[src/design/ppx_pkg.sv]
// Shared types, constants and helpers for the packed pixel access engine.
package ppx_pkg;

    // Parameter defaults
    localparam int STORE_BYTES_DEF = 262144;
    localparam int MAX_DIM_DEF     = 4096;
    localparam int QUEUE_DEPTH_DEF = 2;

    // Field widths
    localparam int DIM_W      = 13;
    localparam int POS_W      = 12;
    localparam int PIX_W      = 32;
    localparam int CFG_IDX_W  = 3;
    localparam int CFG_DATA_W = 13;

    // Widest byte address over the supported store range (up to 16 MiB)
    localparam int STORE_AW_MAX = 24;
    // Width of the unchecked address sum: 13b row * 15b stride + column offset
    localparam int CALC_W = 29;
    // Store byte lanes (one 32-bit word per bank row)
    localparam int LANES = 4;

    // Register indexes
    localparam logic [CFG_IDX_W-1:0] CFG_WIDTH    = 3'd0;
    localparam logic [CFG_IDX_W-1:0] CFG_HEIGHT   = 3'd1;
    localparam logic [CFG_IDX_W-1:0] CFG_FORMAT   = 3'd2;
    localparam logic [CFG_IDX_W-1:0] CFG_TOP_DOWN = 3'd3;

    typedef enum logic [2:0] {
        FMT_1BPP,
        FMT_2BPP,
        FMT_4BPP,
        FMT_8BPP,
        FMT_16BPP,
        FMT_24BPP,
        FMT_32BPP,
        FMT_NONE
    } fmt_t;

    // Image configuration as seen by the front end
    typedef struct packed {
        logic [DIM_W-1:0] width;
        logic [DIM_W-1:0] height;
        fmt_t             fmt;
        logic             top_down;
    } ppx_cfg_t;

    // Classified access handed from front to back
    typedef struct packed {
        logic                    mode;
        logic                    good;
        fmt_t                    fmt;
        logic [2:0]              shift;
        logic [STORE_AW_MAX-1:0] addr;
        logic [PIX_W-1:0]        value;
    } ppx_cmd_t;

    // Pixel field mask inside a byte for sub-byte formats
    function automatic logic [7:0] fmt_mask(input fmt_t fmt);
        logic [7:0] m;
        unique case (fmt)
            FMT_1BPP: m = 8'h01;
            FMT_2BPP: m = 8'h03;
            FMT_4BPP: m = 8'h0F;
            default:  m = 8'hFF;
        endcase
        return m;
    endfunction

    // Store bytes touched by one pixel
    function automatic logic [2:0] fmt_bytes(input fmt_t fmt);
        logic [2:0] n;
        unique case (fmt)
            FMT_16BPP: n = 3'd2;
            FMT_24BPP: n = 3'd3;
            FMT_32BPP: n = 3'd4;
            default:   n = 3'd1;
        endcase
        return n;
    endfunction

endpackage

[src/design/ppx_ifs.sv]
// Valid/ready channel interfaces: pixel requests, results and register writes.
interface ppx_req_if;
    import ppx_pkg::*;
    logic             valid;
    logic             ready;
    logic             mode;
    logic [POS_W-1:0] pos_x;
    logic [POS_W-1:0] pos_y;
    logic [PIX_W-1:0] pixel_value;

    modport source (output valid, mode, pos_x, pos_y, pixel_value, input ready);
    modport sink   (input valid, mode, pos_x, pos_y, pixel_value, output ready);
endinterface


[src/design/ppx_front.sv]
// Front end: request holding stage, range checks and byte address computation.
module ppx_front #(
    parameter int STORE_BYTES = ppx_pkg::STORE_BYTES_DEF,
    parameter int MAX_DIM     = ppx_pkg::MAX_DIM_DEF
) (
    input  logic              clk,
    input  logic              rst_n,
    ppx_req_if.sink           req,
    input  ppx_pkg::ppx_cfg_t img_cfg,
    output ppx_pkg::ppx_cmd_t cmd,
    output logic              push,
    input  logic              full
);
    import ppx_pkg::*;

    logic             hold_valid_reg;
    logic             mode_reg;
    logic [POS_W-1:0] x_reg;
    logic [POS_W-1:0] y_reg;
    logic [PIX_W-1:0] value_reg;

    logic [17:0]       w18;
    logic [17:0]       row_bits;
    logic [17:0]       row_pad;
    logic [14:0]       stride;
    logic [DIM_W-1:0]  row_idx;
    logic [27:0]       row_base;
    logic [13:0]       x14;
    logic [13:0]       col_off;
    logic [CALC_W-1:0] addr_full;
    logic [CALC_W-1:0] end_addr;
    logic [2:0]        shift;
    logic              in_image;
    logic              dims_ok;

    // Holding stage: refills as soon as the held item moves to the queue
    assign push      = hold_valid_reg && !full;
    assign req.ready = !hold_valid_reg || !full;

    always_ff @(posedge clk or negedge rst_n)
    begin
        if (!rst_n)
        begin
            hold_valid_reg <= 1'b0;
        end
        else if (req.ready)
        begin
            hold_valid_reg <= req.valid;
        end
    end

    always_ff @(posedge clk)
    begin
        if (req.valid && req.ready)
        begin
            mode_reg  <= req.mode;
            x_reg     <= req.pos_x;
            y_reg     <= req.pos_y;
            value_reg <= req.pixel_value;
        end
    end

    // Row stride: bits per row rounded up to whole 32-bit words
    assign w18 = 18'(img_cfg.width);

    always_comb
    begin
        case (img_cfg.fmt)
            FMT_1BPP:  row_bits = w18;
            FMT_2BPP:  row_bits = w18 << 1;
            FMT_4BPP:  row_bits = w18 << 2;
            FMT_8BPP:  row_bits = w18 << 3;
            FMT_16BPP: row_bits = w18 << 4;
            FMT_24BPP: row_bits = (w18 << 4) + (w18 << 3);
            FMT_32BPP: row_bits = w18 << 5;
            default:   row_bits = '0;
        endcase
    end

    assign row_pad = row_bits + 18'd31;
    assign stride  = {row_pad[17:5], 2'b00};

    // Bottom-up images store row 0 last
    assign row_idx  = img_cfg.top_down ? DIM_W'(y_reg)
                                       : img_cfg.height - DIM_W'(1) - DIM_W'(y_reg);
    assign row_base = 28'(row_idx) * 28'(stride);

    // Byte offset of the pixel inside its row, and bit position for sub-byte pixels
    assign x14 = 14'(x_reg);

    always_comb
    begin
        shift = 3'd0;
        case (img_cfg.fmt)
            FMT_1BPP:
            begin
                col_off = x14 >> 3;
                shift   = ~x_reg[2:0];
            end
            FMT_2BPP:
            begin
                col_off = x14 >> 2;
                shift   = {~x_reg[1:0], 1'b0};
            end
            FMT_4BPP:
            begin
                col_off = x14 >> 1;
                shift   = {~x_reg[0], 2'b00};
            end
            FMT_16BPP: col_off = x14 << 1;
            FMT_24BPP: col_off = (x14 << 1) + x14;
            FMT_32BPP: col_off = x14 << 2;
            default:   col_off = x14;
        endcase
    end

    assign addr_full = CALC_W'(row_base) + CALC_W'(col_off);
    assign end_addr  = addr_full + CALC_W'(fmt_bytes(img_cfg.fmt));

    // Classification
    assign dims_ok  = !(32'(img_cfg.width) > 32'(MAX_DIM)) &&
                      !(32'(img_cfg.height) > 32'(MAX_DIM));
    assign in_image = (DIM_W'(x_reg) < img_cfg.width) && (DIM_W'(y_reg) < img_cfg.height);

    always_comb
    begin
        cmd.mode  = mode_reg;
        cmd.good  = (img_cfg.fmt != FMT_NONE) && dims_ok && in_image &&
                    (end_addr <= CALC_W'(STORE_BYTES));
        cmd.fmt   = img_cfg.fmt;
        cmd.shift = shift;
        cmd.addr  = addr_full[STORE_AW_MAX-1:0];
        cmd.value = value_reg;
    end

endmodule

[src/flat_wrapper.sv]
// flat-port wrapper written by rule: the top's interface ports become plain ports
module ppx_front_flat import ppx_pkg::*;
#(
    parameter int STORE_BYTES = ppx_pkg::STORE_BYTES_DEF,
    parameter int MAX_DIM     = ppx_pkg::MAX_DIM_DEF
)
  (clk, rst_n, img_cfg, cmd, push, full, req_valid, req_mode, req_pos_x, req_pos_y, req_pixel_value, req_ready);
  ppx_req_if req_i ();
  input  logic clk;
  input  logic rst_n;
  input  ppx_pkg::ppx_cfg_t img_cfg;
  output ppx_pkg::ppx_cmd_t cmd;
  output logic push;
  input  logic full;
  input wire logic [$bits(req_i.valid)-1:0] req_valid;
  input wire logic [$bits(req_i.mode)-1:0] req_mode;
  input wire logic [$bits(req_i.pos_x)-1:0] req_pos_x;
  input wire logic [$bits(req_i.pos_y)-1:0] req_pos_y;
  input wire logic [$bits(req_i.pixel_value)-1:0] req_pixel_value;
  output wire logic [$bits(req_i.ready)-1:0] req_ready;
  assign req_i.valid = req_valid;
  assign req_i.mode = req_mode;
  assign req_i.pos_x = req_pos_x;
  assign req_i.pos_y = req_pos_y;
  assign req_i.pixel_value = req_pixel_value;
  assign req_ready = req_i.ready;
  ppx_front #(.STORE_BYTES(STORE_BYTES), .MAX_DIM(MAX_DIM)) u_core (.clk(clk), .rst_n(rst_n), .req(req_i), .img_cfg(img_cfg), .cmd(cmd), .push(push), .full(full));
endmodule
[config.mk]
export PLATFORM = sky130hd
export DESIGN_NAME = ppx_front_flat
export DESIGN_NICKNAME = d
export VERILOG_FILES = /design/src/design/ppx_pkg.sv /design/src/design/ppx_ifs.sv /design/src/design/ppx_front.sv /design/src/flat_wrapper.sv
export SDC_FILE = /design/constraint.sdc
export NUM_CORES = 1
export LEC_CHECK = 0
export ABC_CLOCK_PERIOD_IN_PS = 10200
export BUFFER_PORTS_ARGS = -buffer_cell sky130_fd_sc_hd__buf_2
export CORE_MARGIN = 5
export CORE_UTILIZATION = 45
export CTS_BUF_LIST = sky130_fd_sc_hd__clkbuf_4
export CTS_CLUSTER_SIZE = 28
export DETAILED_ROUTE_END_ITERATION = 10
export GPL_TIMING_DRIVEN = 0
export PLACE_DENSITY_LB_ADDON = 0.1
export SYNTH_ARGS = -nofsm -noshare
export SYNTH_HDL_FRONTEND = slang
export SYNTH_SLANG_ARGS = --single-unit
[constraint.sdc]
create_clock -name clk -period 10.2 [get_ports clk]
set_input_delay 1.02 -clock clk [delete_from_list [all_inputs] [get_ports clk]]
set_output_delay 1.02 -clock clk [all_outputs]
set_load 0.05 [all_outputs]
; Word level (Yosys, flattened, before mapping)
; Cells that the tools add are included.
[word_totals]
regBits = 58
latch_bits = 0
ram_bits = 0
mem_bits_ro = 0
word_cells = 46
mem_count = 0
[classes]
n_addsub = 7
multipliers = 1
div_mod_pow = 0
order_cmp = 5
n_eq_ne = 7
n_shift = 0
muxes = 5
bitwise_logic = 3
reduce_logical = 13
[op_table]
columns = op, n
row1 = $pmux W18 S7, 1
row2 = $pmux W14 S6, 1
row3 = $add A28 B14 Y29, 1
row4 = $add A29 B3 Y29, 1
row5 = $le A29 B19 Y1 const B, 1
row6 = $gt A13 B13 Y1 const B, 2
row7 = $lt A12 B13 Y1, 2
row8 = $mul A13 B13 Y26, 1
row9 = $add A17 B16 Y18, 1
row10 = $add A18 B5 Y18 const B, 1
row11 = $pmux W3 S3, 2
row12 = $add A13 B12 Y14, 1
row13 = $mux W13, 1
row14 = $sub A13 B1 Y13 const B, 1
row15 = $sub A13 B12 Y13, 1
row16 = $eq A3 B3 Y1 const B, 3
row17 = $logic_and A1 B1 Y1, 7
row18 = $eq A3 B2 Y1 const B, 2
row19 = $logic_not A1 Y1, 4
row20 = $eq A3 B1 Y1 const B, 1
row21 = $logic_not A3 Y1, 1
row22 = $ne A3 B3 Y1 const B, 1
row23 = $not A3 Y3, 1
row24 = $not A2 Y2, 1
row25 = other kinds (2), 2

; Logic depth before layout (Yosys ltp)
; Gate-level depths: netlist (run 1).
[logic_depth]
ltp_word = 8
ltp_mapped = 43
mapped_depth_nobuf = 42

; Worst setup path before layout (run 1)
; OpenSTA, ideal clock, no wires.
[synth_path]
path_kind = input-to-output
startpoint = input port img_cfg[17] (netlist name)
endpoint = output port cmd[62] (netlist name)
arrival_time_ns = 11.330
path_slack_ns = -2.150
stages = 39
cell_sequence = ha_1 fa_1 a21o_1 a21oi_1 o21bai_1 a21oi_1 o21bai_1 a211oi_1 a211oi_1 or4_1 clkbuf_1 nor3_2 nand3_1 xor2_1 buf_2 nor2_1 fa_1 inv_1 [3 not listed] fa_1 inv_1 fa_1 inv_1 ha_1 buf_2 a21o_1 nand2b_1 o22a_1 o21a_1 nor4_2 nand4_1 xnor2_1 and3_1 o2111ai_1 a22oi_1 nand4_1 a2111oi_2
[synth_lines]
columns = element, line_no
row1 = "start, declared", flat_wrapper.sv:11  ; input ppx_pkg::ppx_cfg_t img_cfg;
row2 = "end, declared", flat_wrapper.sv:12  ; output ppx_pkg::ppx_cmd_t cmd;

==> impl_metrics.csv, run 1 <==
group,metric,value,unit
floorplanning,dieArea,32300,um^2
timing,fin_skew,18.6,ps
global_routing,grt.busiest_layer,"met2",
critical_path,startpoint,"img_cfg[18]",
final_layout,drive_above_1_share,24.1,%
synth,yosysUniqueCellTypes,93,
timing,setup_ws,-1150,ps
critical_path,crit_path_end,"cmd[62]",
floorplanning,start_util,45.4,%
floorplanning,die_y,180,um
critical_path,slowest_stage,"or4_4",
floorplanning,row_count,62,
final_layout,ff_latch_area,1740,um^2
critical_path,crit_path_max_fanout,10,
critical_path,crit_required,9180,ps
status,status,"complete, but fails checks",
floorplanning,ios,157,
cts,cts_buffer_depth,2,
job,cap_viol_max_count,0,
synth,synth_cells,1568,
global_routing,first_global_vias,12000,
route,wl,38.1,mm
synth,async_reset_ff_share,1.72,%
synth,ys_seq_elements,58,
final_layout,multiInputGateArea,10900,um^2
critical_path,rr_startpoint,"u_core.hold_valid_reg",
final_layout,area_growth,23.7,%
floorplanning,core,28500,um^2
final_layout,fill_cells,2718,
synth,yosysWarnings,0,
global_routing,antenna_found_initial,0,
final_layout,n_antenna_cell,0,
route,ant_nets,0,
cts,h-tree-depth,3,
timing,period_share,111,%
route,firstDrtPassIters,6,
synth,syn_nets,1937,
floorplanning,die_w,180,um
timing,rsz0062_at_grt,"yes",
route,vias_per_cell,5.48,
min_path,hold_class,"in2async",
global_routing,grt_max_degree,37,
place,place_congestion,0.915,
route,wl_per_cell,17.4,um
synth,syn_area,13000,um^2
critical_path,max_stage_delay,570,ps
cts,cts_root_buf,"clkbuf_4",
global_routing,met3_usage,3.68,%
global_routing,met2_usage,38.3,%
critical_path,r2r_cells,3,
critical_path,cp_common_cell,"fa_1",
place,dp_slack,-2000,ps
cts,cts_sinks,58,
critical_path,regToRegSetupSlack,8590,ps
place,hpwl,30.5,mm
cts,clock_latency,430,ps
timing,slew_headroom,34.8,%
timing,max_freq,88.1,MHz
synth,ys_seq_area_share,13.4,%
critical_path,startpoint_type,"input pin",
cts,cts_tree,"built",
final_layout,final_nets,2164,
global_routing,grtUsageTotal,23.3,%
global_routing,use_met1,33.3,%
synth,synth_flop_cell,"edfxtp_1",
synth,synth_edf_count,57,
global_routing,grt_pass1_wl,62.8,mm
critical_path,r2r_end,"u_core.value_reg[23]",
cts,clkTransAtPathRegs,90,ps
global_routing,grt_overflow,0,
critical_path,path_class,"in2out",
final_layout,final_common_cell,"inv_1",
timing,hold_violations,0,
synth,postSynthAreaPerCell,8.26,um^2
timing,tightest_slew,978,ps
place,portBuffers,153,
critical_path,critPathCaptureType,"output port",
cts,cts_buffers,9,
final_layout,final_cell_mix,"inv_1 (243), buf_2 (148), nand2_1 (141), ha_1 (139), nor2_1 (138)",
final_layout,largest_reg_flops,32,
status,violations,"setup timing",
timing,report.final.slew_viol_count,0,
route,drt_iter0_drc,799,
route,via_count,12000,
critical_path,critical_path_arrival,10330,ps
timing,setup_violations,4,
timing,period_minus_slack,11350,ps
route,drc,0,
## area by class of cell
cell class	instances	share of cell area, %
inverter	252	5.93
clock inverter	6	0.359
clock buffer	10	0.469
tap	384	3.00
multi-input combinational	1201	68.2
timing repair buffer	218	8.85
buffer	55	2.37
sequential	58	10.8
## cell usage after synthesis, types with 23 or more instances
library cell | instances | area share (%)
edfxtp_1 | 57 | 13
nor2b_1 | 23 | 1.1
xnor2_1 | 50 | 3.4
clkbuf_1 | 36 | 1.0
ha_1 | 152 | 15
nand2_1 | 144 | 4.2
o21ai_0 | 54 | 2.1
nand3_1 | 23 | 0.89
a21oi_1 | 84 | 3.2
a21o_1 | 37 | 2.1
nand2b_1 | 23 | 1.1
nor3_1 | 24 | 0.93
inv_1 | 250 | 7.2
fa_1 | 126 | 19
nor2_1 | 147 | 4.3
## what timing repair did
| action | in CTS | in global routing |
|---|---|---|
| endpoints found under the setup margin | 11 | 11 |
| hold buffers | 0 | 0 |
| resized for setup | 150 | 52 |
| pin swaps | 69 | 21 |
| hold endpoints to repair | 0 | 0 |
| cloned | 0 | 0 |
| buffers inserted | 52 | 11 |
## worst max-delay path, delay by kind of cell
family	cells	cell delay, ps
AOI/OAI and AO/OA	10	2060
xor gates and xnor gates	2	410
adders and majority gates	9	3440
buffers and inverters	8	1240
and+or+nand+nor	9	2160
## stage by stage
step	TNS [ps]	cell area, um^2	utilization [%]	hold slack [ps]	std cells
after floorplan	-870	13400	-	724	1568
after global placement	-6670	14600	51.1	487	2105
after detailed placement	-6570	14600	51.2	561	2107
after CTS	-1350	15800	55.2	337	2173
after global routing	-3730	16000	56.1	323	2184
final	-1460	16000	56.1	371	2184
## worst min-delay path by stage
stage	start	slack, ps	endpoint	cells after the start
2_1_floorplan	rst_n	720	u_core.hold_valid_reg	0
3_3_place_gp	u_core.hold_valid_reg	490	u_core.hold_valid_reg	2
3_5_place_dp	u_core.hold_valid_reg	560	u_core.hold_valid_reg	2
4_1_cts	rst_n	340	u_core.hold_valid_reg	1
5_1_grt	rst_n	320	u_core.hold_valid_reg	1
6_report	rst_n	370	u_core.hold_valid_reg	1
## kinds of logic (layout without fill, tap and decap cells)
logic type	after synthesis	in the layout	synth area share [%]
AND/OR/NAND/NOR	485	485	18.1
AO/OA/AOI/OAI	343	343	18.2
buffers and inverters	309	541	9.22
adder cells (fa/ha/maj)	278	278	34.2
XOR/XNOR	66	66	4.46
flip-flops	58	58	13.4
multiplexers	29	29	2.49
## metal layers
metal	share of wire, %	wire length, um
met5	0	0
met4	1.8	697
met3	6.2	2360
met2	46	17300
met1	46	17700
Power of run 1 is left out: the tool's default activity adds up to more than one toggle a clock period on the data nets, which glitch-free logic cannot reach.
==> inputs of run 2 (changes only) <==
--- a/config.mk
+++ b/config.mk
@@ -7,6 +7,7 @@
 export LEC_CHECK = 0
 export ABC_CLOCK_PERIOD_IN_PS = 10200
 export BUFFER_PORTS_ARGS = -buffer_cell sky130_fd_sc_hd__buf_2
+export CORE_ASPECT_RATIO = 1.2
 export CORE_MARGIN = 5
 export CORE_UTILIZATION = 45
 export CTS_BUF_LIST = sky130_fd_sc_hd__clkbuf_4
==> constraint.sdc (replaced) <==
create_clock -name clk -period 10.2 [get_ports clk]
set_input_delay 1.02 -clock clk [delete_from_list [all_inputs] [get_ports clk]]
set_output_delay 1.02 -clock clk [all_outputs]
set_load 0.02 [all_outputs]
==> impl_metrics.csv, run 2 (synthesis results as in run 1) <==
group,metric,value,unit
status,status,"complete, but fails checks",
status,violations,"setup timing",
critical_path,crit_path_max_fanout,6,
floorplanning,dieArea,32300,um^2
critical_path,slowest_stage,"or4_4",
global_routing,grt_max_degree,32,
timing,tightest_slew,1110,ps
route,wl_per_cell,17.4,um
timing,setup_violations,4,
final_layout,area_growth,28.9,%
route,wl,38.9,mm
floorplanning,ios,157,
critical_path,cp_common_cell,"fa_1",
route,drc,0,
global_routing,grt_overflow,0,
critical_path,crit_required,9180,ps
floorplanning,row_count,68,
min_path,hold_class,"in2async",
cts,cts_tree,"built",
timing,period_minus_slack,11290,ps
final_layout,largest_reg_flops,32,
job,cap_viol_max_count,0,
cts,cts_buffer_depth,2,
route,via_count,12200,
final_layout,fill_cells,2569,
global_routing,antenna_found_initial,1,
cts,cts_sinks,58,
place,portBuffers,153,
final_layout,final_nets,2214,
timing,rsz0062_at_grt,"yes",
final_layout,final_common_cell,"inv_1",
floorplanning,start_util,45.3,%
timing,hold_violations,0,
floorplanning,core,28600,um^2
timing,period_share,111,%
global_routing,grt_pass1_wl,61.5,mm
global_routing,grtUsageTotal,23.6,%
critical_path,critical_path_arrival,10270,ps
timing,max_freq,88.6,MHz
cts,clock_latency,400,ps
cts,cts_root_buf,"clkbuf_4",
final_layout,final_cell_mix,"inv_1 (242), buf_2 (148), nand2_1 (138), ha_1 (138), nor2_1 (134)",
final_layout,stdcell_count,2237,
cts,cts_buffers,9,
timing,slew_headroom,26.1,%
timing,report.final.slew_viol_count,0,
cts,cts.hold.buffers_added,0,
timing,fin_skew,19.2,ps
floorplanning,die_w,165,um
place,hpwl,31.0,mm
route,ant_nets,0,
critical_path,critPathCaptureType,"output port",
route,drt_iter0_drc,693,
timing,setup_ws,-1090,ps
route,vias_per_cell,5.45,
final_layout,multiInputGateArea,11200,um^2
floorplanning,die_y,196,um
final_layout,ff_latch_area,1740,um^2
critical_path,path_class,"in2out",
place,place_congestion,0.937,
final_layout,drive_above_1_share,27.6,%
critical_path,max_stage_delay,620,ps
global_routing,first_global_vias,12200,
cts,clkTransAtPathRegs,110,ps
place,dp_cells,2107,
cts,h-tree-depth,3,
critical_path,startpoint_type,"input pin",
route,firstDrtPassIters,5,
run 2: cell types whose count changed in the layout (fill, tap and decap cells not counted), sizes merged:
cell      previous run  this run
diode                0         2
clkbuf              44        40
buf                239       293
clkinvlp             1         0
inv                251       252
bufinv               1         4
clkinv               5         2
run 2: layout make-up:
| class | count | area share, % |
|---|---|---|
| Multi-Input combinational cell | 1201 | 66.8 |
| Timing Repair Buffer | 270 | 11.0 |
| Sequential cell | 58 | 10.4 |
| Inverter | 252 | 5.68 |
| Tap cell | 385 | 2.89 |
| Buffer | 53 | 1.96 |
| Clock inverter | 6 | 0.772 |
| Clock buffer | 10 | 0.450 |
| Antenna cell | 2 | 0.0300 |
run 2: timing repair:
action                                  4_1_cts  5_1_grt
resized for setup                           130      145
buffers inserted                             56       59
endpoints found under the setup margin       10       11
hold endpoints to repair                      0        0
pin swaps                                    58       75
gates cloned                                  1        0
run 2: final timing paths:
check                                            from                    end  slack (ps)  cells past startpoint
worst max-delay path                      img_cfg[18]                cmd[62]       -1090                     37
worst min-delay path                            rst_n  u_core.hold_valid_reg         360                      1
worst max register to register  u_core.hold_valid_reg        u_core.x_reg[5]        8520                      3
max in group asynchronous                       rst_n  u_core.hold_valid_reg        9750                      1
worst min register to register  u_core.hold_valid_reg  u_core.hold_valid_reg         530                      2
min in group clk                u_core.hold_valid_reg  u_core.hold_valid_reg         530                      2
run 2: worst max-delay path: cells and delay by family:
family	cells	cell delay, ps
AND/OR/NAND/NOR	12	2480
buffers and inverters	7	820
AO/OA/AOI/OAI	7	1780
XOR/XNOR	3	560
adder cells (fa/ha/maj)	8	3570
run 2: layer usage:
metal,share of wire (%),track usage (%),vias up
met5,0,0,-
met4,3.5,8.66,0
met1,40,29.0,5833
met3,4.9,2.90,81
li1,-,-,5915
met2,51,42.1,369
run 2: stage by stage:
step	TNS (ps)	setup slack (ps)	hold WS, ps	utilization [%]	instance area [um^2]
global placement	-6390	-1990	484	50.7	14500
CTS	-1390	-1210	332	55.0	15700
floorplan	-463	-463	609	-	13200
global route	-4080	-1500	312	58.4	16700
detailed placement	-6730	-2020	501	50.8	14500
finish	-2140	-1090	365	58.4	16700
Power of run 2 is left out for the same reason.
