<file path="config.mk">
export PLATFORM = sky130hd
export DESIGN_NAME = ppx_queue
export DESIGN_NICKNAME = d
export VERILOG_FILES = /design/src/design/ppx_pkg.sv /design/src/design/ppx_queue.sv
export SDC_FILE = /design/constraint.sdc
export NUM_CORES = 1
export LEC_CHECK = 0
export ABC_AREA = 1
export BUFFER_PORTS_ARGS = -buffer_cell sky130_fd_sc_hd__buf_2
export CORE_ASPECT_RATIO = 1.4
export CORE_UTILIZATION = 56
export CTS_CLUSTER_SIZE = 30
export DETAILED_ROUTE_END_ITERATION = 10
export HOLD_SLACK_MARGIN = 0.12
export PLACE_DENSITY = 0.95
export SYNTH_ARGS = -nofsm -noshare
export SYNTH_HDL_FRONTEND = slang
export SYNTH_SLANG_ARGS = --single-unit
</file>
<file path="constraint.sdc">
create_clock -name clk -period 10.25 [get_ports clk]
set_input_delay 1.5375 -clock clk [delete_from_list [all_inputs] [get_ports clk]]
set_output_delay 1.5375 -clock clk [all_outputs]
set_load 0.005 [all_outputs]
</file>
<file path="src/design/ppx_pkg.sv">
// Shared types, constants and helpers for the packed pixel access engine.
package ppx_pkg;

    // Parameter defaults
    localparam int STORE_BYTES_DEF = 262144;
    localparam int MAX_DIM_DEF     = 4096;
    localparam int QUEUE_DEPTH_DEF = 2;

    // Field widths
    localparam int DIM_W      = 13;
    localparam int POS_W      = 12;
    localparam int PIX_W      = 32;
    localparam int CFG_IDX_W  = 3;
    localparam int CFG_DATA_W = 13;

    // Widest byte address over the supported store range (up to 16 MiB)
    localparam int STORE_AW_MAX = 24;
    // Width of the unchecked address sum: 13b row * 15b stride + column offset
    localparam int CALC_W = 29;
    // Store byte lanes (one 32-bit word per bank row)
    localparam int LANES = 4;

    // Register indexes
    localparam logic [CFG_IDX_W-1:0] CFG_WIDTH    = 3'd0;
    localparam logic [CFG_IDX_W-1:0] CFG_HEIGHT   = 3'd1;
    localparam logic [CFG_IDX_W-1:0] CFG_FORMAT   = 3'd2;
    localparam logic [CFG_IDX_W-1:0] CFG_TOP_DOWN = 3'd3;

    typedef enum logic [2:0] {
        FMT_1BPP,
        FMT_2BPP,
        FMT_4BPP,
        FMT_8BPP,
        FMT_16BPP,
        FMT_24BPP,
        FMT_32BPP,
        FMT_NONE
    } fmt_t;

    // Image configuration as seen by the front end
    typedef struct packed {
        logic [DIM_W-1:0] width;
        logic [DIM_W-1:0] height;
        fmt_t             fmt;
        logic             top_down;
    } ppx_cfg_t;

    // Classified access handed from front to back
    typedef struct packed {
        logic                    mode;
        logic                    good;
        fmt_t                    fmt;
        logic [2:0]              shift;
        logic [STORE_AW_MAX-1:0] addr;
        logic [PIX_W-1:0]        value;
    } ppx_cmd_t;

    // Pixel field mask inside a byte for sub-byte formats
    function automatic logic [7:0] fmt_mask(input fmt_t fmt);
        logic [7:0] m;
        unique case (fmt)
            FMT_1BPP: m = 8'h01;
            FMT_2BPP: m = 8'h03;
            FMT_4BPP: m = 8'h0F;
            default:  m = 8'hFF;
        endcase
        return m;
    endfunction

    // Store bytes touched by one pixel
    function automatic logic [2:0] fmt_bytes(input fmt_t fmt);
        logic [2:0] n;
        unique case (fmt)
            FMT_16BPP: n = 3'd2;
            FMT_24BPP: n = 3'd3;
            FMT_32BPP: n = 3'd4;
            default:   n = 3'd1;
        endcase
        return n;
    endfunction

endpackage

</file>
<file path="src/design/ppx_queue.sv">
// Command queue between front and back end.
module ppx_queue #(
    parameter int DEPTH = ppx_pkg::QUEUE_DEPTH_DEF
) (
    input  logic              clk,
    input  logic              rst_n,
    input  logic              push,
    input  ppx_pkg::ppx_cmd_t push_cmd,
    output logic              full,
    input  logic              pop,
    output logic              head_valid,
    output ppx_pkg::ppx_cmd_t head
);
    import ppx_pkg::*;

    localparam int PTR_W = (DEPTH > 1) ? $clog2(DEPTH) : 1;
    localparam int CNT_W = $clog2(DEPTH + 1);

    ppx_cmd_t         slot_reg [DEPTH];
    logic [PTR_W-1:0] wr_ptr_reg;
    logic [PTR_W-1:0] rd_ptr_reg;
    logic [CNT_W-1:0] count_reg;

    assign full       = (count_reg == CNT_W'(DEPTH));
    assign head_valid = (count_reg != '0);
    assign head       = slot_reg[rd_ptr_reg];

    // Pointers and fill level
    always_ff @(posedge clk or negedge rst_n)
    begin
        if (!rst_n)
        begin
            wr_ptr_reg <= '0;
            rd_ptr_reg <= '0;
            count_reg  <= '0;
        end
        else
        begin
            if (push)
            begin
                wr_ptr_reg <= (wr_ptr_reg == PTR_W'(DEPTH - 1)) ? '0 : wr_ptr_reg + PTR_W'(1);
            end
            if (pop)
            begin
                rd_ptr_reg <= (rd_ptr_reg == PTR_W'(DEPTH - 1)) ? '0 : rd_ptr_reg + PTR_W'(1);
            end
            case ({push, pop})
                2'b10:   count_reg <= count_reg + CNT_W'(1);
                2'b01:   count_reg <= count_reg - CNT_W'(1);
                default: count_reg <= count_reg;
            endcase
        end
    end

    // Entry storage
    always_ff @(posedge clk)
    begin
        if (push)
        begin
            slot_reg[wr_ptr_reg] <= push_cmd;
        end
    end

`ifndef ASSERT_OFF
    a_no_push_full: assert property (@(posedge clk) disable iff (!rst_n)
        push |-> !full)
        else $error("queue written while full");
    a_no_pop_empty: assert property (@(posedge clk) disable iff (!rst_n)
        pop |-> head_valid)
        else $error("queue read while empty");
`endif

endmodule

</file>
* After elaboration in Yosys (flattened, before gate mapping)
Memories as Yosys holds them, arrays and structs flattened.
Index checks and enable logic that the tools add are counted.
** Storage, ports and cells
- Input port bits :: 68
- Latch bits :: 0
- Memories kept :: 1
- ROM bits :: 0
- Register bits after elaboration :: 4
- Logic and storage cells :: 18
- Bits in writable memories :: 128
- Output and inout port bits :: 66
** Memory list
- slot_reg :: depth 2, width 64, rd ports 1, clocked after Yosys merged registers in 0, write ports 1, line ppx_queue.sv:19 : ppx_cmd_t slot_reg [DEPTH];
** Cells by class
- Eq/ne operators :: 3
- Reduce and logical (&&, ||, !) cells :: 2
- Div/mod/pow operators :: 0
- Multipliers :: 0
- Muxes and demuxes :: 5
- Shift-type cells :: 0
- Order comparisons :: 0
- Add/sub/neg operators :: 4
- Bitwise operators :: 0
** Operators by type and width (count)
- equality test 2 bit, second input constant :: 2
- 2-to-1 mux 1 bit :: 4
- one-hot mux 2 bit (2 select lines) :: 1
- nonzero test 2 bit :: 2
- adder 1 bit, second input constant :: 2
- adder 2 x 1 -> 2 bit, second input constant :: 1
- equality test 2 x 1 -> 1 bit, second input constant :: 1
- subtractor 2 x 1 -> 2 bit, second input constant :: 1

* Depth between registers and ports, before layout
Gate-level depths: netlist of run 1.
- Depth in word-level cells :: 2
- Gate-level depth with buffers :: 7
- Gate-level depth less buffers :: 7

* Least setup slack after synthesis of run 1
OpenSTA, ideal clock, no wires.
- Kind :: input -> register
- Start point :: input port push
- End point :: memory slot_reg[0][0] (netlist name) (enable)
- Setup time :: 0.488 ns
- Data required time :: 9.762 ns
- Arrival :: 4.281 ns
- Path slack :: 5.482 ns
- Cell stages on the path :: 2
- Path buffers :: 0
- Cells stage by stage :: inv_1 -> nor2_1
** Between the ends
- Word-level cells in the longest chain between the ends :: 2
** RTL lines
- from (decl) :: line ppx_queue.sv:7 : input logic push,
- 2-to-1 mux 1 bit :: line ppx_queue.sv:58 : if (push)
- 2-to-1 mux 1 bit (not written as such) :: line ppx_queue.sv:60 : slot_reg[wr_ptr_reg] <= push_cmd;
- to (decl) :: line ppx_queue.sv:19
No other way between the ends.

==> results.py, run 1 <==
metrics = {
    "outcome": {
        "outcome": "completed",
    },
    "logic_synthesis": {
        "synth_edf_count": 128,
        "syn_nets": 427,
        "synth-main-ff-cell": "edfxtp_1",
        "ys_top_cells_by_area": "edfxtp_1 (77%), inv_1 (5.3%), nand2_1 (5.3%)",
        "yosysTopAreaCell": "edfxtp_1",
        "ys_types": 15,
        "synthTopCellsByCount": "edfxtp_1 (128), inv_1 (70), nand2_1 (70)",
        "synth.top_cell.area_share_pct": 77.0,
        "avgSynthCellArea_sq_um": 13.9,
        "yosysWarningCount": 0,
        "synth_cells": 358,
        "synth_area_sq_um": 4990,
        "seq_area_frac_synth_pct": 79.0,
        "ys_seq_elements": 132,
        "async_reset_ff_share_pct": 3.03,
        "yosysMostFrequentCell": "edfxtp_1",
    },
    "global_route": {
        "grt_max_degree": 130,
        "grt_pass1_vias": 2928,
        "antenna_found_initial": 1,
        "grt_pass1_wl_mm": 13.3,
        "overflow": 0,
        "grt.total_usage_pct": 20.4,
    },
    "place": {
        "io_buffers": 133,
        "dp_hpwl_mm": 5.71,
        "gp_congestion": 0.730,
        "dp_worst_setup_slack_ps": 7070,
    },
    "sta": {
        "slew_viol_final": 0,
        "setup_viol": 0,
        "relSlewSlack_pct": 27.3,
        "timing.final.ws_setup_ps": 6680,
        "timing.final.crit_period_ps": 3570,
        "tightest_slew_ps": 1090,
        "clock.fmax_mhz": 280,
        "period_share_pct": 34.9,
        "finalHoldViolCount": 0,
        "fin_skew_ps": 5.65,
        "rsz0062_at_grt": "no",
        "finalSetupTns_ps": 0,
    },
    "finish": {
        "seqCellArea_sq_um": 3950,
        "largest_reg_flops": 128,
        "multiInputGateArea_sq_um": 648,
        "area_growth_pct": 23.8,
        "n_antenna_cell": 0,
        "fill_cells": 584,
        "drive_above_1_share_pct": 31.0,
        "nets": 567,
    },
    "worst_setup_path": {
        "endpoint_kind": "primary output",
        "path_max_fanout": 129,
        "r2r_slack_ps": 8630,
        "worstPathArrival_ps": 2030,
        "reg2regPathDepth": 2,
        "crit_buf_inv": 1,
        "cp.required_ps": 8710,
        "cp-start-kind": "register",
        "cp_slowest_stage_delay_ps": 1130,
        "crit_type": "reg2out",
        "critPathTopFamily": "flip-flops",
        "crit_path_top_delay_cell": "dfrtp_4",
        "path_depth": 3,
        "path_cells": "nand2_1, o21ai_1, buf_2",
    },
    "clock_network": {
        "root_buffer": "clkbuf_16",
        "numCtsBuffers": 17,
        "insertion_delay_ps": 400,
        "clock_sinks": 132,
        "cts_hold_buf": 0,
        "path_clk_slew_ps": 50,
        "cts_max_level": 4,
        "cts_resized": 0,
        "cts_tree": "done",
        "cts_max_path_buffers": 2,
        "cts_setup_buffers": 0,
    },
    "worst_hold_path": {
        "hold_depth": 2,
        "min_path_type": "reg2reg",
    },
    "power_and_ir_drop": {
        "power_leakage_uw": 0.00268,
        "powerDensity_nw_per_um2": 271,
        "ir_worst_vdd_v": 0.000259,
    },
    "die": {
        "die_y_um": 114,
        "die_area_sq_um": 9300,
        "die_x_um": 81.8,
        "core_area_sq_um": 8610,
        "io-pin-count": 134,
        "initial_utilization_pct": 58.0,
        "rows": 40,
    },
    "detailed_routing": {
        "drt-pass1-iter-count": 6,
        "dr.first_iter.drc_count": 221,
        "vias": 3027,
        "routed_wl_mm": 8.89,
        "routedWlPerCell_um": 14.5,
        "via_per_inst": 4.92,
        "drtAntennaViolNets": 0,
        "drc": 0,
    },
    "job": {
        "maxCapViolCount": 0,
    },
}
## cells in the final DEF (no fill, tap or decap)
| cell type | instances |
|---|---|
| buf_4 | 2 |
| nand4_1 | 1 |
| nor2_4 | 1 |
| clkbuf_1 | 4 |
| o21ai_0 | 48 |
| xnor2_1 | 1 |
| nand2_1 | 70 |
| clkinv_1 | 7 |
| inv_2 | 1 |
| dfrtp_1 | 3 |
| dfrtp_4 | 1 |
| buf_2 | 133 |
| o21ai_1 | 16 |
| nor2_1 | 1 |
| clkinv_2 | 2 |
| clkbuf_16 | 17 |
| ha_1 | 1 |
| nand3_1 | 1 |
| bufinv_16 | 1 |
| inv_1 | 69 |
| xor2_1 | 2 |
| edfxtp_1 | 128 |
## per-layer routing
| metal | global-route usage [%] | vias to the layer above | share of wire, % |
|---|---|---|---|
| met1 | 22.1 | 1415 | 39 |
| met2 | 34.0 | 105 | 53 |
| met4 | 11.2 | 2 | 2.6 |
| met5 | 0 | - | 0.15 |
| li1 | - | 1483 | - |
| met3 | 7.36 | 22 | 5.9 |
## cell families after synthesis
family | count (synthesis) | synth area share, %
fa+ha+maj | 1 | 0.251
flops | 132 | 79.0
simple gates | 74 | 5.64
xor+xnor | 3 | 0.527
buf+inv | 84 | 8.12
compound gates | 64 | 6.42
## where the power goes
group / internal, uW / switching [uW] / leakage, uW
registers: 720 / 92.7 / 0.00125
clock network: 324 / 191 / 0.000247
logic: 154 / 194 / 0.00119
total: 1200 / 478 / 0.00268
## worst register-to-register path, cell delays in order, from the launching register on
cell     delay (ps)
dfrtp_1         430
nor2_4          120
buf_4           640
## cell type report
cell class	count	share of cell area, %
tap	105	2.13
inverter	70	4.25
clock buffer	21	7.13
sequential	132	63.9
timing repair buffer	135	11.0
clock inverter	10	1.07
multi-input combinational	142	10.5
## metrics by stage
step / hold slack, ps / power, uW / cell area, sq um / cells / util [%]
3_5_place_dp: 499 / 1180 / 5670 / 584 / 65.9
2_1_floorplan: 442 / 1030 / 4990 / 358 / -
6_report: 510 / 1680 / 6180 / 615 / 71.8
4_1_cts: 515 / 1690 / 6180 / 615 / 71.8
5_1_grt: 560 / 1770 / 6180 / 615 / 71.8
3_3_place_gp: 454 / 1150 / 5670 / 584 / 65.9
## path summary, 6_finish.rpt
check	startpoint	to
min reg2reg	count_reg[1]	count_reg[1]
max reg2reg	wr_ptr_reg	slot_reg[0][36]
min	count_reg[1]	count_reg[1]
max	rd_ptr_reg	head[31]
max in group asynchronous	rst_n	rd_ptr_reg
min in group asynchronous	rst_n	count_reg[0]
No activity file was read; power rests on OpenSTA's default activity.
==> run 2, diff against run 1 <==
Settings changed: CORE_UTILIZATION 56 to 47, PLACE_DENSITY 0.95 to 0.86.
Clock period 10.25 ns to 3.2 ns, I/O delays scaled along.
==> results.py, run 2 (synthesized netlist as in run 1, its figures left out) <==
metrics = {
    "detailed_routing": {
        "dr.first_iter.drc_count": 127,
        "routedWlPerCell_um": 13.4,
        "drt-pass1-iter-count": 4,
        "drc": 0,
        "vias": 3042,
        "drtAntennaViolNets": 0,
        "routed_wl_mm": 8.76,
        "via_per_inst": 4.67,
    },
    "die": {
        "initial_utilization_pct": 48.2,
        "die_area_sq_um": 11000,
        "die_x_um": 89.1,
        "core_area_sq_um": 10300,
        "die_y_um": 124,
        "rows": 44,
        "io-pin-count": 134,
    },
    "worst_setup_path": {
        "critPathTopFamily": "flip-flops",
        "reg2regPathDepth": 2,
        "path_depth": 4,
        "cp-start-kind": "register",
        "cp.required_ps": 2720,
        "endpoint_kind": "primary output",
        "path_max_fanout": 69,
        "r2r_slack_ps": 1480,
        "worstPathArrival_ps": 1890,
        "crit_path_top_delay_cell": "dfrtp_4",
        "crit_type": "reg2out",
        "reg2reg_from": "wr_ptr_reg",
        "cp_slowest_stage_delay_ps": 780,
        "crit_buf_inv": 2,
        "path_cells": "buf_12, nand2_1, o21ai_1, buf_2",
        "r2r_end": "slot_reg[0][43]",
    },
    "global_route": {
        "grt.total_usage_pct": 16.1,
        "grt_pass1_vias": 2913,
        "overflow": 0,
        "grt_pass1_wl_mm": 12.8,
        "grt_max_degree": 70,
        "antenna_found_initial": 1,
    },
    "clock_network": {
        "clock_sinks": 132,
        "cts_max_path_buffers": 2,
        "cts_max_level": 4,
        "path_clk_slew_ps": 50,
        "cts_resized": 0,
        "numCtsBuffers": 17,
        "cts_tree": "done",
        "insertion_delay_ps": 400,
        "root_buffer": "clkbuf_16",
    },
    "sta": {
        "fin_skew_ps": 6.51,
        "finalSetupTns_ps": 0,
        "timing.final.crit_period_ps": 2370,
        "setup_viol": 0,
        "clock.fmax_mhz": 422,
        "finalHoldViolCount": 0,
        "rsz0062_at_grt": "no",
        "relSlewSlack_pct": 42.4,
        "period_share_pct": 74.0,
        "tightest_slew_ps": 864,
        "slew_viol_final": 0,
    },
    "finish": {
        "area_growth_pct": 27.7,
        "fin_cells": 652,
        "nets": 569,
        "drive_above_1_share_pct": 32.7,
        "final_common_cell": "buf_2",
        "fin_util_pct": 61.6,
        "final_cell_mix": "buf_2 (133), edfxtp_1 (128), nand2_1 (70)",
        "fill_cells": 825,
        "largest_reg_flops": 128,
    },
    "place": {
        "dp_hpwl_mm": 5.79,
        "dp_cells": 618,
        "gp_congestion": 0.692,
        "io_buffers": 133,
    },
    "power_and_ir_drop": {
        "power_leakage_uw": 0.00274,
        "powerDensity_nw_per_um2": 898,
        "ir_worst_vdd_v": 0.000872,
    },
    "worst_hold_path": {
        "min_from": "push_cmd[60]",
        "min_path_type": "in2reg",
        "holdPathEnd": "slot_reg[0][60]",
        "hold_depth": 1,
    },
    "outcome": {
        "outcome": "completed",
    },
    "job": {
        "maxCapViolCount": 0,
    },
}
## run 2: where the power goes
| group | internal [uW] | switching [uW] |
|---|---|---|
| clock network | 1310 | 681 |
| logic | 522 | 717 |
| registers | 2300 | 196 |
## run 2: worst register-to-register path, delay by kind of cell (launching register included)
kind          cells  cell delay [ps]
buf+inv           1              330
simple gates      1              600
flops             1              430
## run 2: area by class of cell
cell class	instances	area [sq um]	share of cell area (%)
Antenna cell	1	2.50	0.0393
Clock buffer	20	437	6.85
Clock inverter	12	179	2.81
Inverter	70	263	4.12
Multi-Input combinational cell	142	648	10.2
Sequential cell	132	3950	61.9
Tap cell	138	173	2.71
Timing Repair Buffer	137	723	11.3
## run 2: what timing repair did
| action | in CTS | in global routing |
|---|---|---|
| endpoints found under the setup margin | 0 | 0 |
| buffers inserted | 0 | 0 |
| endpoints found under the hold margin | 4 | 0 |
| hold buffers | 1 | 0 |
## run 2: how the worst max path moves through the flow
stage,from,to
3_3_place_gp,push,slot_reg[0][59]
5_1_grt,rd_ptr_reg,head[23]
2_1_floorplan,push,slot_reg[0][0]
6_report,rd_ptr_reg,head[49]
3_5_place_dp,rd_ptr_reg,head[49]
4_1_cts,rd_ptr_reg,head[49]
## run 2: stage by stage
step | total power [uW] | hold WS (ps) | setup WS, ps | area, sq um
6_report | 5720 | 268 | 832 | 6370
5_1_grt | 6080 | 252 | 694 | 6370
4_1_cts | 5810 | 252 | 800 | 6370
3_5_place_dp | 3810 | 295 | 1230 | 5740
3_3_place_gp | 3740 | 291 | 1290 | 5740
2_1_floorplan | 3280 | 184 | 598 | 4990
## run 2: metal layers
layer / track usage, % / vias to the layer above / wire length [um]
li1: - / 1491 / -
met1: 16.7 / 1434 / 3380
met2: 28.8 / 100 / 4710
met3: 5.04 / 17 / 496
met4: 8.23 / 0 / 171
met5: 0 / - / 0
==> run 3, diff against run 2 <==
Clock period 3.2 ns to 2 ns, I/O delays scaled along.
==> results.py, run 3 (synthesized netlist as in run 1, its figures left out) <==
metrics = {
    "finish": {
        "nets": 639,
        "drive_above_1_share_pct": 29.9,
        "fill_cells": 700,
        "largest_reg_flops": 128,
        "final_cell_mix": "buf_2 (133), edfxtp_1 (128), nand2_1 (70)",
        "area_growth_pct": 43.7,
        "n_antenna_cell": 0,
        "final_common_cell": "buf_2",
    },
    "place": {
        "io_buffers": 133,
        "gp_congestion": 0.732,
        "dp_hpwl_mm": 6.10,
        "dp_worst_setup_slack_ps": 448,
    },
    "sta": {
        "timing.final.crit_period_ps": 1930,
        "timing.final.ws_setup_ps": 71.3,
        "period_share_pct": 96.4,
        "clock.fmax_mhz": 518,
        "rsz0062_at_grt": "no",
        "setup_viol": 0,
        "finalSetupTns_ps": 0,
        "finalHoldViolCount": 0,
        "fin_skew_ps": 6.53,
        "slew_viol_final": 0,
        "relSlewSlack_pct": 69.2,
        "tightest_slew_ps": 461,
    },
    "clock_network": {
        "numCtsBuffers": 17,
        "path_clk_slew_ps": 60,
        "root_buffer": "clkbuf_16",
        "cts_max_path_buffers": 2,
        "insertion_delay_ps": 400,
        "cts_tree": "done",
        "cts_max_level": 4,
        "clock_sinks": 132,
    },
    "worst_setup_path": {
        "endpoint_kind": "primary output",
        "crit_start": "rd_ptr_reg",
        "reg2reg_from": "wr_ptr_reg",
        "worstPathArrival_ps": 1630,
        "cp.required_ps": 1700,
        "cp-start-kind": "register",
        "path_max_fanout": 47,
        "crit_type": "reg2out",
    },
    "detailed_routing": {
        "wl_met2_mm": 5.52,
        "routed_wl_mm": 10.1,
        "route.met3.wl_um": 587,
        "met1_length_mm": 3.89,
        "drt-pass1-iter-count": 4,
        "routedWlPerCell_um": 14.1,
        "vias": 3353,
        "drc": 0,
        "highest_layer": "met4",
        "via_per_inst": 4.66,
        "dr.first_iter.drc_count": 247,
        "drtAntennaViolNets": 0,
    },
    "die": {
        "io-pin-count": 134,
        "initial_utilization_pct": 48.2,
        "core_area_sq_um": 10300,
        "die_y_um": 124,
        "die_x_um": 89.1,
        "rows": 44,
        "die_area_sq_um": 11000,
    },
    "outcome": {
        "outcome": "completed",
    },
    "power_and_ir_drop": {
        "ir_worst_vdd_v": 0.000951,
        "power_leakage_uw": 0.00308,
        "powerDensity_nw_per_um2": 1370,
    },
    "worst_hold_path": {
        "min_path_type": "in2async",
    },
    "global_route": {
        "grt_pass1_wl_mm": 14.8,
        "grt_pass1_vias": 3318,
        "overflow": 0,
        "grt_max_degree": 51,
        "grt.total_usage_pct": 18.7,
        "antenna_found_initial": 0,
    },
    "job": {
        "maxCapViolCount": 0,
    },
}
-- run 3: critical path, stage by stage (launching register included) --
cell and delay, ps:
dfrtp_4 590, buf_12 210, o21ai_0 230, buf_2 170
-- run 3: area by class of cell --
type,count,area [sq um],share of cell area [%]
sequential,132,3950,55.1
tap,138,173,2.41
timing repair buffer,207,1450,20.2
inverter,70,267,3.72
multi-input combinational,142,648,9.04
clock buffer,17,425,5.93
clock inverter,14,258,3.60
-- run 3: stage by stage --
step                hold slack, ps  area, sq um  utilization, %  power [uW]  std cells
floorplan                     4.41         5000               -        5250        358
global placement               111         5810            56.1        6060        621
detailed placement             112         5810            56.1        6180        621
CTS                            216         7160            69.2        9850        719
global route                   247         7170            69.3       10400        720
finish                         244         7170            69.3        9810        720
-- run 3: final timing paths --
kind | cells after the start | slack [ps] | end
min in group clk | 2 | 490 | count_reg[1]
hold reg to reg | 2 | 490 | count_reg[1]
max in group asynchronous | 2 | 1620 | rd_ptr_reg
hold / removal | 2 | 240 | wr_ptr_reg
setup / recovery | 3 | 70 | head[41]
setup reg to reg | 3 | 450 | slot_reg[1][25]
-- run 3: routing by layer --
layer / GRT usage (%) / vias up
li1: - / 1626
met1: 19.5 / 1588
met2: 34.0 / 123
met3: 6.23 / 16
met4: 7.84 / 0
met5: 0 / -
-- run 3: what timing repair did --
| action | CTS | global route |
|---|---|---|
| gates resized for setup | 0 | 0 |
| setup endpoints to repair | 0 | 34 |
| buffers inserted | 0 | 1 |
| hold endpoints to repair | 134 | 0 |
| hold buffers | 67 | 0 |
-- run 3: report_power, final --
part / total [uW] / internal [uW] / leakage, uW / switching, uW
Sequential: 3900 / 3680 / 0.00125 / 218
Combinational: 2380 / 1020 / 0.00151 / 1360
Clock: 3540 / 2450 / 0.000329 / 1080
